===== src/design/swg_pkg.sv =====
// ----------------------------------------------------------------------------
// swg_pkg: shared constants, types and sine table of the sine generator
// Holds the field widths, register indexes, setup sequencer states and the
// quarter-wave Q0.15 sine table built from a fixed-point Taylor series.
// ----------------------------------------------------------------------------
package swg_pkg;

  // timing of the trigger that paces the points
  localparam int unsigned TABLE_DEPTH_DEF = 1024;
  localparam int unsigned TIMER_CLOCK     = 120000000;
  localparam int unsigned TRIGGER_DIVIDE  = 8;
  localparam int unsigned POINT_RATE      = TIMER_CLOCK / TRIGGER_DIVIDE;
  localparam int unsigned DAC_MAX         = 4095;

  // field widths
  localparam int FREQ_W   = 24;
  localparam int LEVEL_W  = 12;
  localparam int SAMPLE_W = 13;
  localparam int SWING_W  = 11;
  localparam int SINE_W   = 16;
  localparam int PROD_W   = SWING_W + 1 + SINE_W;

  // sine table geometry: 1024 points per turn, quarter stored
  localparam int PHASE_W = 10;
  localparam int unsigned PHASE_POINTS = 1 << PHASE_W;
  localparam int QUARTER = PHASE_POINTS / 4;
  localparam int QIDX_W  = PHASE_W - 1;
  localparam logic [63:0] PI_Q48 = 64'h0003_243F_6A88_85A3;

  // configuration register indexes
  typedef enum logic [1:0] {
    REG_FREQ_HZ      = 2'd0,
    REG_PEAK_LEVEL   = 2'd1,
    REG_TROUGH_LEVEL = 2'd2,
    REG_ENABLE       = 2'd3
  } reg_index_t;

  // setup sequencer states
  typedef enum logic [1:0] {
    SETUP_IDLE,
    SETUP_DIV_PERIOD,
    SETUP_DIV_STEP,
    SETUP_REPORT
  } setup_state_t;

  // wave settings handed from setup to the table fill
  typedef struct packed {
    logic                 valid;
    logic [SWING_W-1:0]   half_swing;
    logic [SAMPLE_W-1:0]  offset;
    logic [PHASE_W-1:0]   step_whole;
  } wave_cfg_t;

  typedef logic [SINE_W-2:0] quarter_table_t [QUARTER+1];

  // quarter wave round(32767*sin(pi*k/512)) via Q30 Taylor series
  function automatic quarter_table_t build_quarter_table();
    quarter_table_t    tab;
    logic [63:0]       x;
    logic [63:0]       x2;
    logic [63:0]       term;
    logic signed [63:0] acc;
    logic [63:0]       mag;
    int                k;
    int                n;
    for (k = 0; k <= QUARTER; k++) begin
      x    = (64'(k) * PI_Q48 + (64'd1 << 26)) >> 27;
      x2   = (x * x + (64'd1 << 29)) >> 30;
      term = x;
      acc  = signed'(x);
      for (n = 1; n <= 8; n++) begin
        term = (term * x2 + (64'd1 << 29)) >> 30;
        case (n)
          1: term = term / 64'd6;
          2: term = term / 64'd20;
          3: term = term / 64'd42;
          4: term = term / 64'd72;
          5: term = term / 64'd110;
          6: term = term / 64'd156;
          7: term = term / 64'd210;
          default: term = term / 64'd272;
        endcase
        if (n % 2 == 1) begin
          acc = acc - signed'(term);
        end else begin
          acc = acc + signed'(term);
        end
      end
      if (acc < 0) begin
        acc = 64'sd0;
      end
      mag    = (unsigned'(acc) * 64'd32767 + (64'd1 << 29)) >> 30;
      tab[k] = mag[SINE_W-2:0];
    end
    return tab;
  endfunction

  localparam quarter_table_t QUARTER_SINE = build_quarter_table();

  // full-turn sine from the quarter table, signed Q1.15
  function automatic logic signed [SINE_W-1:0] sine_at(logic [PHASE_W-1:0] k);
    logic [QIDX_W-1:0]  idx;
    logic [SINE_W-2:0]  mag;
    logic [PHASE_W-3:0] off;
    off = k[PHASE_W-3:0];
    if (k[PHASE_W-2]) begin
      idx = QIDX_W'(QUARTER) - QIDX_W'(off);
    end else begin
      idx = QIDX_W'(off);
    end
    mag = QUARTER_SINE[idx];
    if (k[PHASE_W-1]) begin
      return -signed'({1'b0, mag});
    end else begin
      return signed'({1'b0, mag});
    end
  endfunction

endpackage


===== src/design/swg_setup.sv =====
// ----------------------------------------------------------------------------
// swg_setup: settings check and derivation
// Checks the settings; if they pass, runs a restoring divider twice: once for
// period N = rate/freq and once for the phase step 1024/N (whole and rest).
// ----------------------------------------------------------------------------
module swg_setup #(
  parameter int unsigned TABLE_DEPTH = swg_pkg::TABLE_DEPTH_DEF
) (
  input  logic                                 clk,
  input  logic                                 rst,
  input  logic                                 start,
  input  logic [swg_pkg::FREQ_W-1:0]           freq_hz,
  input  logic [swg_pkg::LEVEL_W-1:0]          peak_level,
  input  logic [swg_pkg::LEVEL_W-1:0]          trough_level,
  output logic                                 busy,
  output logic                                 done,
  output swg_pkg::wave_cfg_t                   wave,
  output logic [$clog2(TABLE_DEPTH+1)-1:0]     period,
  output logic [$clog2(TABLE_DEPTH+1)-1:0]     step_frac
);
  import swg_pkg::*;

  localparam int NW  = $clog2(TABLE_DEPTH + 1);
  localparam int QW  = (NW > PHASE_W + 1) ? NW : PHASE_W + 1;
  localparam int CW  = $clog2(QW);
  localparam int DVW = 32;
  localparam logic [CW-1:0] LAST_STEP = CW'(QW - 1);
  localparam int unsigned MIN_FREQ_EXCL = POINT_RATE / (TABLE_DEPTH + 1);

  setup_state_t state, state_next;

  logic [CW-1:0]      cnt;
  logic [FREQ_W-1:0]  rem;
  logic [DVW-1:0]     dvd;
  logic [QW-1:0]      quo;
  logic [FREQ_W-1:0]  divisor;
  logic               ok;
  logic [SWING_W-1:0] half;
  logic [SAMPLE_W-1:0] offs;
  logic [PHASE_W-1:0] step_whole;

  logic                check_ok;
  logic [LEVEL_W-1:0]  span;
  logic [SWING_W-1:0]  half_calc;
  logic [SAMPLE_W-1:0] offs_calc;
  logic [FREQ_W:0]     shifted;
  logic                fits;
  logic [FREQ_W-1:0]   rem_next;
  logic [QW-1:0]       quo_next;
  logic                dividing;

  // settings check and level arithmetic
  always_comb begin
    check_ok = (freq_hz != '0)
            && (32'(freq_hz) <= POINT_RATE)
            && (32'(freq_hz) > MIN_FREQ_EXCL)
            && (32'(peak_level) <= DAC_MAX)
            && (32'(trough_level) <= DAC_MAX)
            && (peak_level >= trough_level);
    span      = peak_level - trough_level;
    half_calc = span[LEVEL_W-1:1];
    offs_calc = SAMPLE_W'(peak_level) - SAMPLE_W'(half_calc) + SAMPLE_W'(1);
  end

  // one restoring division step
  always_comb begin
    shifted  = {rem, dvd[DVW-1]};
    fits     = shifted >= {1'b0, divisor};
    rem_next = fits ? FREQ_W'(shifted - {1'b0, divisor}) : shifted[FREQ_W-1:0];
    quo_next = {quo[QW-2:0], fits};
  end

  // next state
  always_comb begin
    state_next = state;
    case (state)
      SETUP_IDLE:       state_next = SETUP_IDLE;
      SETUP_DIV_PERIOD: if (cnt == LAST_STEP) state_next = SETUP_DIV_STEP;
      SETUP_DIV_STEP:   if (cnt == LAST_STEP) state_next = SETUP_REPORT;
      SETUP_REPORT:     state_next = SETUP_IDLE;
      default:          state_next = SETUP_IDLE;
    endcase
    if (start) begin
      state_next = check_ok ? SETUP_DIV_PERIOD : SETUP_REPORT;
    end
  end

  // outputs of the sequencer
  always_comb begin
    busy     = 1'b1;
    done     = 1'b0;
    dividing = 1'b0;
    case (state)
      SETUP_IDLE:       busy = 1'b0;
      SETUP_DIV_PERIOD: dividing = 1'b1;
      SETUP_DIV_STEP:   dividing = 1'b1;
      SETUP_REPORT:     done = 1'b1;
      default:          busy = 1'b0;
    endcase
  end

  always_ff @(posedge clk) begin
    if (rst) begin
      state <= SETUP_IDLE;
    end else begin
      state <= state_next;
    end
  end

  // divider and result registers
  always_ff @(posedge clk) begin
    if (start) begin
      ok      <= check_ok;
      half    <= half_calc;
      offs    <= offs_calc;
      rem     <= FREQ_W'(POINT_RATE >> QW);
      dvd     <= DVW'(POINT_RATE) << (DVW - QW);
      divisor <= freq_hz;
      cnt     <= '0;
    end else if (dividing) begin
      rem <= rem_next;
      dvd <= dvd << 1;
      quo <= quo_next;
      cnt <= cnt + CW'(1);
      if (cnt == LAST_STEP) begin
        cnt <= '0;
        if (state == SETUP_DIV_PERIOD) begin
          period  <= quo_next[NW-1:0];
          rem     <= '0;
          dvd     <= DVW'(PHASE_POINTS) << (DVW - QW);
          divisor <= FREQ_W'(quo_next[NW-1:0]);
        end else begin
          step_whole <= quo_next[PHASE_W-1:0];
          step_frac  <= rem_next[NW-1:0];
        end
      end
    end
  end

  assign wave = '{valid: ok, half_swing: half, offset: offs, step_whole: step_whole};

endmodule


===== config.mk =====
export PLATFORM = sky130hd
export DESIGN_NAME = swg_setup
export DESIGN_NICKNAME = d
export VERILOG_FILES = /design/src/design/swg_pkg.sv /design/src/design/swg_setup.sv
export SDC_FILE = /design/constraint.sdc
export NUM_CORES = 1
export LEC_CHECK = 0
export BUFFER_PORTS_ARGS = -buffer_cell sky130_fd_sc_hd__buf_4
export CORE_MARGIN = 2
export CORE_UTILIZATION = 35
export DETAILED_ROUTE_END_ITERATION = 8
export PLACE_DENSITY = 0.54
export SYNTH_ARGS = -nofsm -noshare
export SYNTH_HDL_FRONTEND = slang
export SYNTH_SLANG_ARGS = --single-unit

===== constraint.sdc =====
create_clock -name clk -period 6.8 [get_ports clk]
set_input_delay 1.7 -clock clk [delete_from_list [all_inputs] [get_ports clk]]
set_output_delay 1.7 -clock clk [all_outputs]
set_load 0.05 [all_outputs]

Word-level counts from Yosys, hierarchy flattened
Cells that the tools add are included.

storage, ports and cells
  output and inout port bits = 59
  bits in writable memories = 0
  bits in latches = 0
  bits in read-only memories = 0
  memories = 0
  register bits = 153

cells by class
  bitwise operators = 2
  mux-type cells = 18
  add/subtract/negate cells = 5
  shift operators = 0
  magnitude comparators = 4
  $mul = 0
  divide/modulo/power cells = 0
  equality and inequality tests = 6
  reductions and logical operators = 15

operators by type and width
  operator                                                                count
  24-bit 2-to-1 mux                                                       7
  32-bit 2-to-1 mux                                                       2
  25-bit by 24-bit greater-or-equal comparator with 1-bit output          1
  24-bit by 14-bit > comparator with 1-bit output, second input constant  1
  24-bit <= comparator, second input constant                             1
  24-bit nonzero test                                                     1
  24-bit subtractor                                                       1
  13-bit by 1-bit adder with 13-bit output, second input constant         1
  12-bit by 11-bit subtractor with 13-bit output                          1
  12-bit greater-or-equal comparator                                      1
  12-bit subtractor                                                       1
  2-bit 2-to-1 mux                                                        4
  4-bit AND reduction                                                     2
  3-bit inequality test, second input constant                            2
  2-bit case mux with 3 select lines                                      1
  2-bit nonzero test                                                      3
  4-bit by 1-bit adder with 4-bit output, second input constant           1
  2-bit == test, second input constant                                    2
  4-bit == test, second input constant                                    1
  4-bit 2-to-1 mux                                                        1
  2-bit AND reduction                                                     2
  2-bit OR reduction                                                      2
  1-bit logical AND                                                       3
  1-bit 2-to-1 mux                                                        3
  other kinds (4)                                                         5

Depth between registers and ports, before layout
Gate-level depths: netlist of the first run.

  depth in word-level cells = 6
  mapped depth = 19

Worst setup path before layout of the first run
OpenSTA, ideal clock, no wires.

  kind = input to register
  start = in peak_level[0] (netlist name)
  end = reg offs[12] (data pin)
  data arrival time = 5,131 ps
  stages on the path = 19
  slack = 1,403 ps
  path through = inv_1 ha_1 inv_1 fa_1 a21o_1 a21oi_1 nor2b_1 o21a_1 o41ai_1 o21bai_1 a21o_1 xnor2_1 ha_1 ha_1 nand3_1 nand2_1 a41o_1 o41ai_1 xnor2_1

between the ends
  word-level cells in the longest chain between the ends = 3

ends and longest elaborated chain
  element                                             RTL line          RTL
  start, declared                                     swg_setup.sv:13   input logic [swg_pkg::LEVEL_W-1:0] peak_level,
  12-bit subtractor                                   swg_setup.sv:60   span = peak_level - trough_level;
  12-bit by 11-bit subtractor with 13-bit output (*)  swg_setup.sv:62   offs_calc = SAMPLE_W'(peak_level) - SAMPLE_W'(half_calc) + SAMPLE_W'(1);
  13-bit by 1-bit adder with 13-bit output (*)        swg_setup.sv:62
  net offs_calc[12]                                   swg_setup.sv:45   logic [SAMPLE_W-1:0] offs_calc;
  end signal, assigned                                swg_setup.sv:115  offs <= offs_calc;
  end, declared                                       swg_setup.sv:39   logic [SAMPLE_W-1:0] offs;

The timed path passes the listed nets; every way through them passes the cells marked *.
A chain may end at the register's enable or synchronous reset.

Final worst setup path of the first run
Ends and elaborated chain as after synthesis.

==> impl_metrics.toml, run 1 <==
[clock_network]
cts_sinks = 126
post_cts_resized = 0
cts.root.buffer_cell = "clkbuf_16"
clk_pin_slew_ns = 0.06
ctsHoldBuffers = 0
cts_tree = "yes"
clk_path_buf_depth = 2
insertion_delay_ns = 0.42
cts_buffers = 17
htree_levels = 4
postCtsSetupRepairBufs = 0

[synthesis]
avgSynthCellArea_um2 = 10.6
synthArstFlopShare_pct = 0
synthSimpleGateAreaFrac_pct = 12.9
synthDominantCellAreaShare_pct = 38.0
netlist_top_cells_area = "edfxtp_1 (38%), ha_1 (11%), dfxtp_1 (9.8%)"
synth_top_area_cell = "edfxtp_1"
synth_area_um2 = 7180
synth-xor-area-share_pct = 4.88
synth.distinct_cells = 58
syn_nets = 793
synth_flop_cell = "edfxtp_1"
synthAdderAreaFrac_pct = 11.8
yosysWarnings = 0
ys_ff_latch = 126
yosysSeqAreaShare_pct = 47.8
synth_cells = 676
synth_top_family_by_area = "compound AO/OA/AOI/OAI gates"
synth_mux_area_share_pct = 4.98
synth_edf_count = 91
synth_compound_area_share_pct = 13.0

[drt]
drt_pass1_iterations = 5
drtAntennaViolNets = 0
drt-wirelength-per-cell_um = 15.6
drtIter0Drc = 239
totalWireLength_mm = 16.7
drc = 0
vias = 5382
viasPerCell = 5.02

[grt]
grtUsageTotal_pct = 15.8
grt_max_degree = 73
grt_pass1_wl_mm = 27.0
overflow = 0
grt_pass1_vias = 5540
antenna_found_initial = 0

[cells_and_area]
num_antenna_cells = 0
final_nets = 907
final_core_util_pct = 44.2
stdcell_count = 1073
drive_above_1_share_pct = 20.9
design_area_um2 = 8910
area_growth_pct = 24.1

[timing]
fin_setup_tns_ns = 0
finalHoldViolations = 0
relSlewSlack_pct = 26.5
worst_slew_pin_slew_ns = 1.10
post-route-period-util_pct = 80.7
holdWs_ns = 0.457
setup_violations = 0
layout_setup_ws_ns = 1.31
slew_violations = 0
finalCriticalPeriod_ns = 5.49
max_freq_ghz = 0.182
rsz0062_at_grt = "no"
skew_ns = 0.00857

[flow_run]
cap_violations = 0

[placed_design]
hpwl_mm = 12.6
dp_cells = 1041
portBuffers = 109
place_ws_ns = 0.880
gp_congestion = 0.845
postPlaceCellArea_um2 = 8280

[worst_setup_path]
cpMostUsedCell = "ha_1"
crit_path_max_incr_delay_ns = 0.61
rr_worst_depth = 11
end_kind = "register"
worstPathRequired_ns = 6.97
slowest_stage = "o41ai_1"
reg2reg_to = "rem[7]$_SDFFE_PP1N_"
path_class = "primary input to register"
timing.rr.start = "divisor[10]$_DFFE_PP_"
worstPathMaxFanout = 6
critPathLaunchType = "primary input"
crit_arrival_ns = 5.65
ff2ff_setup_slack_ns = 2.90
crit_chain = "buf_4, inv_1, ha_1, inv_1, fa_1, a21o_1, a21oi_1, nor2b_1, o21a_1, o41ai_1, o21bai_1, a21o_1, xnor2_1, ha_1, ha_1, nand3_1, nand2_1, a41o_1, o41ai_1, xnor2_1"

[worst_hold_path]
hold_path_class = "register to register"
hold_path_depth = 1
min_from = "dvd[27]$_SDFFE_PP1N_"
min_to = "dvd[27]$_SDFFE_PP1N_"

[floorplanning]
die_y_um = 147
core_area_um2 = 20200
num_rows = 52
dieArea_um2 = 21700
num_io_pins = 110
die_x_um = 147
initial_core_util_pct = 35.6

[power]
ir_drop_mv = 0.149
leakage_nw = 3.72
cellPowerDensity_nw_per_um2 = 310
power.total_mw = 2.76

[run_status]
status = "complete, no violations"
## report_power, final
part | leakage (nW) | switching (mW) | internal, mW | total [mW]
clock network | 0.305 | 0.361 | 0.620 | 0.980
registers | 1.15 | 0.0423 | 0.930 | 0.973
logic | 2.27 | 0.497 | 0.312 | 0.809
total | 3.72 | 0.900 | 1.86 | 2.76
## cells by family (layout without fill, tap and decap cells)
logic type | count (synthesis) | after routing
and+or+nand+nor | 188 | 188
AOI/OAI and AO/OA | 141 | 141
DFF | 126 | 126
buffers and inverters | 82 | 209
adders and majority gates | 66 | 66
xor gates and xnor gates | 40 | 40
muxes | 33 | 33
## cell usage after synthesis, types with 14 or more instances
master    instances
a21oi_1          38
and2_1           18
dfxtp_1          35
edfxtp_1         91
ha_1             63
inv_1            65
mux2_2           18
mux2i_1          14
nand2_1          44
nand3_1          18
nor2_1           47
o21ai_0          37
xnor2_1          24
xor2_1           16
## registers in the layout, summed over array words and instances, names as in the netlist
register    count
ok              1
state           2
half           11
period         11
offs           13
step_frac      11
divisor        24
quo            10
step_whole     10
dvd             5
cnt             4
rem            24
## critical path, delay by kind of cell
kind            cells  cell delay (ns)
simple gates        3             0.25
fa+ha+maj           4             1.21
compound gates      8             2.06
xor+xnor            2             0.23
buf+inv             3             0.21
## cell usage in the layout (no fill, tap or decap), drive strengths merged, types with 19 or more instances in the layout
master / n
dfxtp: 35
nand2: 44
edfxtp: 91
a21oi: 39
nor2: 47
buf: 111
ha: 63
o21ai: 37
xnor2: 24
inv: 70
mux2: 19
## worst max path at each step
stage,startpoint,to,slack (ns),cells past startpoint
after global routing,peak_level[0],offs[12]$_DFFE_PP_,1.05,20
after global placement,peak_level[0],offs[12]$_DFFE_PP_,0.96,20
after floorplan,peak_level[0],offs[12]$_DFFE_PP_,1.40,19
after detailed placement,peak_level[0],offs[12]$_DFFE_PP_,0.88,20
after CTS,peak_level[0],offs[12]$_DFFE_PP_,1.33,20
final,peak_level[0],offs[12]$_DFFE_PP_,1.31,20
## metal layers
metal | routed length [um] | global-route usage, %
met5 | 0 | 0
met4 | 298 | 6.30
met3 | 912 | 4.94
met2 | 8290 | 27.1
met1 | 7220 | 18.4
## layout make-up
type,instances,area (um^2)
fill,1969,11300
sequential,126,3430
timing repair buffer,111,833
tap,270,338
multi-input combinational,468,3430
inverter,66,248
clock buffer,17,425
clock inverter,15,210
Note: power is estimated with default switching activity, not from simulation.
==> inputs of run 2 (changes only) <==
--- a/config.mk
+++ b/config.mk
@@ -9,7 +9,7 @@
 export CORE_MARGIN = 2
 export CORE_UTILIZATION = 35
 export DETAILED_ROUTE_END_ITERATION = 8
-export PLACE_DENSITY = 0.54
+export PLACE_DENSITY = 0.56
 export SYNTH_ARGS = -nofsm -noshare
 export SYNTH_HDL_FRONTEND = slang
 export SYNTH_SLANG_ARGS = --single-unit
==> constraint.sdc (replaced) <==
create_clock -name clk -period 4.9 [get_ports clk]
set_input_delay 1.225 -clock clk [delete_from_list [all_inputs] [get_ports clk]]
set_output_delay 1.225 -clock clk [all_outputs]
set_load 0.05 [all_outputs]
==> run 2 against run 1 <==
Effect of this change: clock power increased by 28%; largest power group is now registers; non-clock buffer count increased by 13; highest routed layer unchanged; clock skew increased by 0.0050 ns; register-to-register slack got worse by 1.9 ns; wire length decreased by 2.2%; sequential cell count unchanged; global-route usage decreased by 0.28 points; critical endpoint is now offs[11]$_DFFE_PP_.
==> impl_metrics.toml, run 2 (synthesis results as in run 1) <==
[placed_design]
portBuffers = 109
gp_congestion = 0.803
place_ws_ns = -0.0672
hpwl_mm = 12.1
dp_cells = 1054

[grt]
antenna_found_initial = 0
use_met3_pct = 4.22
grt_max_degree = 73
overflow = 0
met1_usage_pct = 20.3
met2_usage_pct = 25.6
top_usage_layer = "met2"
grt_pass1_vias = 5284
grtUsageTotal_pct = 15.5
grt_pass1_wl_mm = 26.7

[clock_network]
clk_pin_slew_ns = 0.06
cts_sinks = 126
clk_path_buf_depth = 2
postCtsSetupRepairBufs = 0
ctsHoldBuffers = 0
insertion_delay_ns = 0.42
cts.root.buffer_cell = "clkbuf_16"
post_cts_resized = 0
cts_buffers = 17
cts_tree = "yes"
htree_levels = 4

[cells_and_area]
area_growth_pct = 24.7
fillers = 1947
final_core_util_pct = 44.4
top_regs = "divisor (24), rem (24), offs (13)"
final_nets = 920
layout_common_cells = "buf_4 (124), edfxtp_1 (91), inv_1 (65)"
num_antenna_cells = 0
stdcell_count = 1086
drive_above_1_share_pct = 22.3
layout_commonest_cell = "buf_4"

[worst_setup_path]
slowest_stage = "fa_1"
crit_chain = "buf_4, inv_1, ha_1, inv_1, fa_1, a21o_1, a21oi_1, buf_4, xor2_1, ha_1, ha_1, nor2b_1, o21ai_0, a21boi_0, o21ai_0, a21boi_0, o21ai_0, nor2b_1, o211ai_1"
end_kind = "register"
rr_worst_depth = 11
ff2ff_setup_slack_ns = 1.00
path_class = "primary input to register"
crit_arrival_ns = 4.75
critPathLaunchType = "primary input"
reg2reg_to = "rem[4]$_SDFFE_PP1N_"
worstPathMaxFanout = 3
timing.rr.start = "divisor[10]$_DFFE_PP_"
worstPathRequired_ns = 5.06
crit_path_max_incr_delay_ns = 0.38

[worst_hold_path]
min_to = "period[10]$_DFFE_PP_"
min_from = "quo[9]$_DFFE_PP_"
hold_path_class = "register to register"
hold_path_depth = 0

[timing]
setup_violations = 0
max_freq_ghz = 0.218
finalCriticalPeriod_ns = 4.59
post-route-period-util_pct = 93.7
skew_ns = 0.0136
worst_slew_pin_slew_ns = 1.08
rsz0062_at_grt = "no"
fin_setup_tns_ns = 0
layout_setup_ws_ns = 0.309
finalHoldViolations = 0
slew_violations = 0
relSlewSlack_pct = 28.0

[drt]
vias = 5306
totalWireLength_mm = 16.4
drt_pass1_iterations = 4
viasPerCell = 4.89
drt-wirelength-per-cell_um = 15.1
drc = 0
drtIter0Drc = 232
drtAntennaViolNets = 0

[floorplanning]
dieArea_um2 = 21700
initial_core_util_pct = 35.6
core_area_um2 = 20200
die_x_um = 147
num_io_pins = 110
num_rows = 52
die_y_um = 147

[power]
p_sw_mw = 1.28
comb_power_share_pct = 30.5
switching_share_pct = 34.2
seqPwrFrac_pct = 36.1
cellPowerDensity_nw_per_um2 = 418
ir_drop_mv = 0.258
power.total_mw = 3.74
power_frac_clock_pct = 33.5
p_int_mw = 2.46
leakage_nw = 3.76

[flow_run]
cap_violations = 0

[run_status]
status = "complete, no violations"
## run 2: cell count changes in the layout (fill, tap and decap cells not counted)
cell,before,now
inv_6,2,5
buf_4,111,124
clkinv_4,3,4
o41ai_1,2,1
bufinv_16,4,1
o41ai_2,0,1
clkinv_2,1,0
## run 2: worst max path at each step
stage / to / cells past startpoint / slack [ns] / start
2_1_floorplan: offs[12]$_DFFE_PP_ / 19 / 0.12 / peak_level[0]
3_3_place_gp: offs[12]$_DFFE_PP_ / 20 / -0.04 / peak_level[0]
3_5_place_dp: offs[12]$_DFFE_PP_ / 20 / -0.07 / peak_level[0]
4_1_cts: offs[11]$_DFFE_PP_ / 19 / 0.33 / peak_level[0]
5_1_grt: offs[11]$_DFFE_PP_ / 19 / 0.02 / peak_level[0]
6_report: offs[11]$_DFFE_PP_ / 19 / 0.31 / peak_level[0]
## run 2: worst max-delay path, delay by kind of cell
| family | cells | cell delay [ns] |
|---|---|---|
| and+or+nand+nor | 2 | 0.36 |
| AOI/OAI and AO/OA | 8 | 1.50 |
| xor gates and xnor gates | 1 | 0.18 |
| buffers and inverters | 4 | 0.35 |
| adders and majority gates | 4 | 1.13 |
## run 2: area by class of cell
class | count | area, um^2 | share of cell area (%)
Sequential cell | 126 | 3430 | 38.3
Clock buffer | 17 | 425 | 4.75
Multi-Input combinational cell | 468 | 3430 | 38.3
Clock inverter | 15 | 150 | 1.68
Inverter | 66 | 248 | 2.77
Timing Repair Buffer | 124 | 931 | 10.4
Tap cell | 270 | 338 | 3.77
## run 2: power by group through the flow
stage | clock network (mW) | registers, mW | logic (mW)
floorplan | 0 | 1.55 | 0.642
global placement | 0 | 1.37 | 1.14
detailed placement | 0 | 1.37 | 1.14
CTS | 1.28 | 1.35 | 1.15
global route | 1.32 | 1.36 | 1.26
finish | 1.25 | 1.35 | 1.14
## run 2: layer usage
metal | wire length [um] | part of all wire, % | up-vias
met2 | 7750 | 47 | 113
met5 | 0 | 0 | -
met4 | 133 | 0.81 | 0
li1 | - | - | 2708
met1 | 7580 | 46 | 2471
met3 | 886 | 5.4 | 14
## run 2: stage by stage
step	hold WS, ns	instance area (um^2)
after floorplan	0.422	7190
after global placement	0.438	8380
after detailed placement	0.447	8380
after CTS	0.461	8960
after global routing	0.485	8960
final	0.454	8960
==> inputs of run 3 (changes only) <==
--- a/config.mk
+++ b/config.mk
@@ -6,10 +6,12 @@
 export NUM_CORES = 1
 export LEC_CHECK = 0
 export BUFFER_PORTS_ARGS = -buffer_cell sky130_fd_sc_hd__buf_4
+export CELL_PAD_IN_SITES_DETAIL_PLACEMENT = 1
+export CELL_PAD_IN_SITES_GLOBAL_PLACEMENT = 2
 export CORE_MARGIN = 2
-export CORE_UTILIZATION = 35
+export CORE_UTILIZATION = 33
 export DETAILED_ROUTE_END_ITERATION = 8
-export PLACE_DENSITY = 0.56
+export PLACE_DENSITY = 0.76
 export SYNTH_ARGS = -nofsm -noshare
 export SYNTH_HDL_FRONTEND = slang
 export SYNTH_SLANG_ARGS = --single-unit
==> run 3 against run 2 <==
Effect of this change: die area up 5.9%; clock-buffer cell count up 1; global-route usage up 1.9 points; largest cell class is now multi-input gates.
==> impl_metrics.toml, run 3 (synthesis results as in run 1) <==
[cells_and_area]
layout_common_cells = "buf_4 (126), edfxtp_1 (91), inv_1 (65)"
design_area_um2 = 9050
final_nets = 922
num_antenna_cells = 0
fillers = 2380
multiInputGateArea_um2 = 3440
area_growth_pct = 25.9
top_regs = "divisor (24), rem (24), offs (13)"
regArea_um2 = 3430
drive_above_1_share_pct = 22.6
layout_commonest_cell = "buf_4"

[power]
cellPowerDensity_nw_per_um2 = 434
ir_drop_mv = 0.259
leakage_nw = 3.80

[grt]
grt_pass1_vias = 5984
grt_max_degree = 73
grt_pass1_wl_mm = 30.8
overflow = 0
grtUsageTotal_pct = 17.5
antenna_found_initial = 0

[timing]
finalHoldViolations = 0
setup_violations = 0
finalCriticalPeriod_ns = 4.58
fin_setup_tns_ns = 0
skew_ns = 0.0141
layout_setup_ws_ns = 0.324
max_freq_ghz = 0.219
slew_violations = 0
rsz0062_at_grt = "no"
post-route-period-util_pct = 93.4
worst_slew_pin_slew_ns = 1.03
relSlewSlack_pct = 30.9

[worst_setup_path]
path_class = "primary input to register"
critPathLaunchType = "primary input"
worstPathMaxFanout = 3
worstPathRequired_ns = 5.06
end_kind = "register"
crit_arrival_ns = 4.73

[clock_network]
clk_path_buf_depth = 2
clk_pin_slew_ns = 0.07
cts_buffers = 17
ctsHoldBuffers = 0
htree_levels = 4
cts_sinks = 126
cts.root.buffer_cell = "clkbuf_16"
cts_tree = "yes"
insertion_delay_ns = 0.42

[flow_run]
cap_violations = 0

[floorplanning]
num_rows = 53
die_x_um = 152
initial_core_util_pct = 33.9
die_y_um = 152
num_io_pins = 110
dieArea_um2 = 23000
core_area_um2 = 21200

[worst_hold_path]
hold_path_class = "register to register"

[drt]
drt_pass1_iterations = 4
drc = 0
drt-wirelength-per-cell_um = 17.7
totalWireLength_mm = 19.4
viasPerCell = 5.08
drtAntennaViolNets = 0
vias = 5550
drtIter0Drc = 225

[run_status]
status = "complete, no violations"

[placed_design]
hpwl_mm = 14.4
portBuffers = 109
gp_congestion = 0.822
postPlaceCellArea_um2 = 8400
place_ws_ns = -0.159
run 3: cell count changes in the layout (fill, tap and decap cells not counted):
cell | before | now
clkinv_4 | 4 | 2
inv_6 | 5 | 6
clkinv_1 | 1 | 0
o21ai_1 | 0 | 2
bufinv_16 | 1 | 4
o21ai_0 | 37 | 35
o41ai_2 | 1 | 2
buf_4 | 124 | 126
o41ai_1 | 1 | 0
inv_8 | 2 | 0
clkbuf_1 | 0 | 1
run 3: metrics by stage:
stage / hold WS [ns] / util [%] / instances / power (mW)
CTS: 0.449 / 42.6 / 1093 / 3.97
detailed placement: 0.435 / 39.6 / 1061 / 2.56
global route: 0.462 / 42.6 / 1093 / 4.13
floorplan: 0.422 / - / 676 / 2.19
global placement: 0.438 / 39.6 / 1061 / 2.52
finish: 0.454 / 42.6 / 1093 / 3.93
run 3: area by class of cell:
cell class,count,share of cell area [%]
Multi-Input combinational cell,468,38.0
Inverter,66,2.74
Clock buffer,18,4.74
Sequential cell,126,38.0
Tap cell,275,3.80
Timing Repair Buffer,126,10.5
Clock inverter,14,2.27
run 3: where the power goes:
group	internal (mW)	total, mW	switching (mW)
Sequential	1.29	1.36	0.0641
Combinational	0.465	1.18	0.718
Clock	0.864	1.39	0.523
run 3: worst paths after layout:
kind	to	from	slack [ns]	depth (start not counted)
max	offs[11]$_DFFE_PP_	peak_level[0]	0.32	19
min	period[10]$_DFFE_PP_	quo[9]$_DFFE_PP_	0.45	0
max reg2reg	rem[7]$_SDFFE_PP1N_	divisor[10]$_DFFE_PP_	0.76	11
min reg2reg	period[10]$_DFFE_PP_	quo[9]$_DFFE_PP_	0.45	0
run 3: timing repair:
action / CTS / global route
buffers inserted: 0 / 0
setup endpoints to repair: 0 / 3
resized for setup: 0 / 3
run 3: layer usage:
layer	wire, um	up-vias	track usage, %
li1	-	2712	-
met1	8980	2714	22.5
met2	9340	101	29.0
met3	720	23	4.10
met4	326	0	5.74
met5	0	-	0
run 3: critical path: stages:
cell and delay [ns]:
buf_4 0.11, inv_1 0.05, ha_1 0.17, inv_1 0.06, fa_1 0.39, a21o_1 0.17
a21oi_1 0.20, buf_4 0.14, xor2_1 0.19, ha_1 0.27, ha_1 0.33, nor2b_1 0.14
o21ai_0 0.21, a21boi_0 0.17, o21ai_1 0.24, a21boi_0 0.16, o21ai_1 0.17, nor2b_1 0.22
o211ai_1 0.12
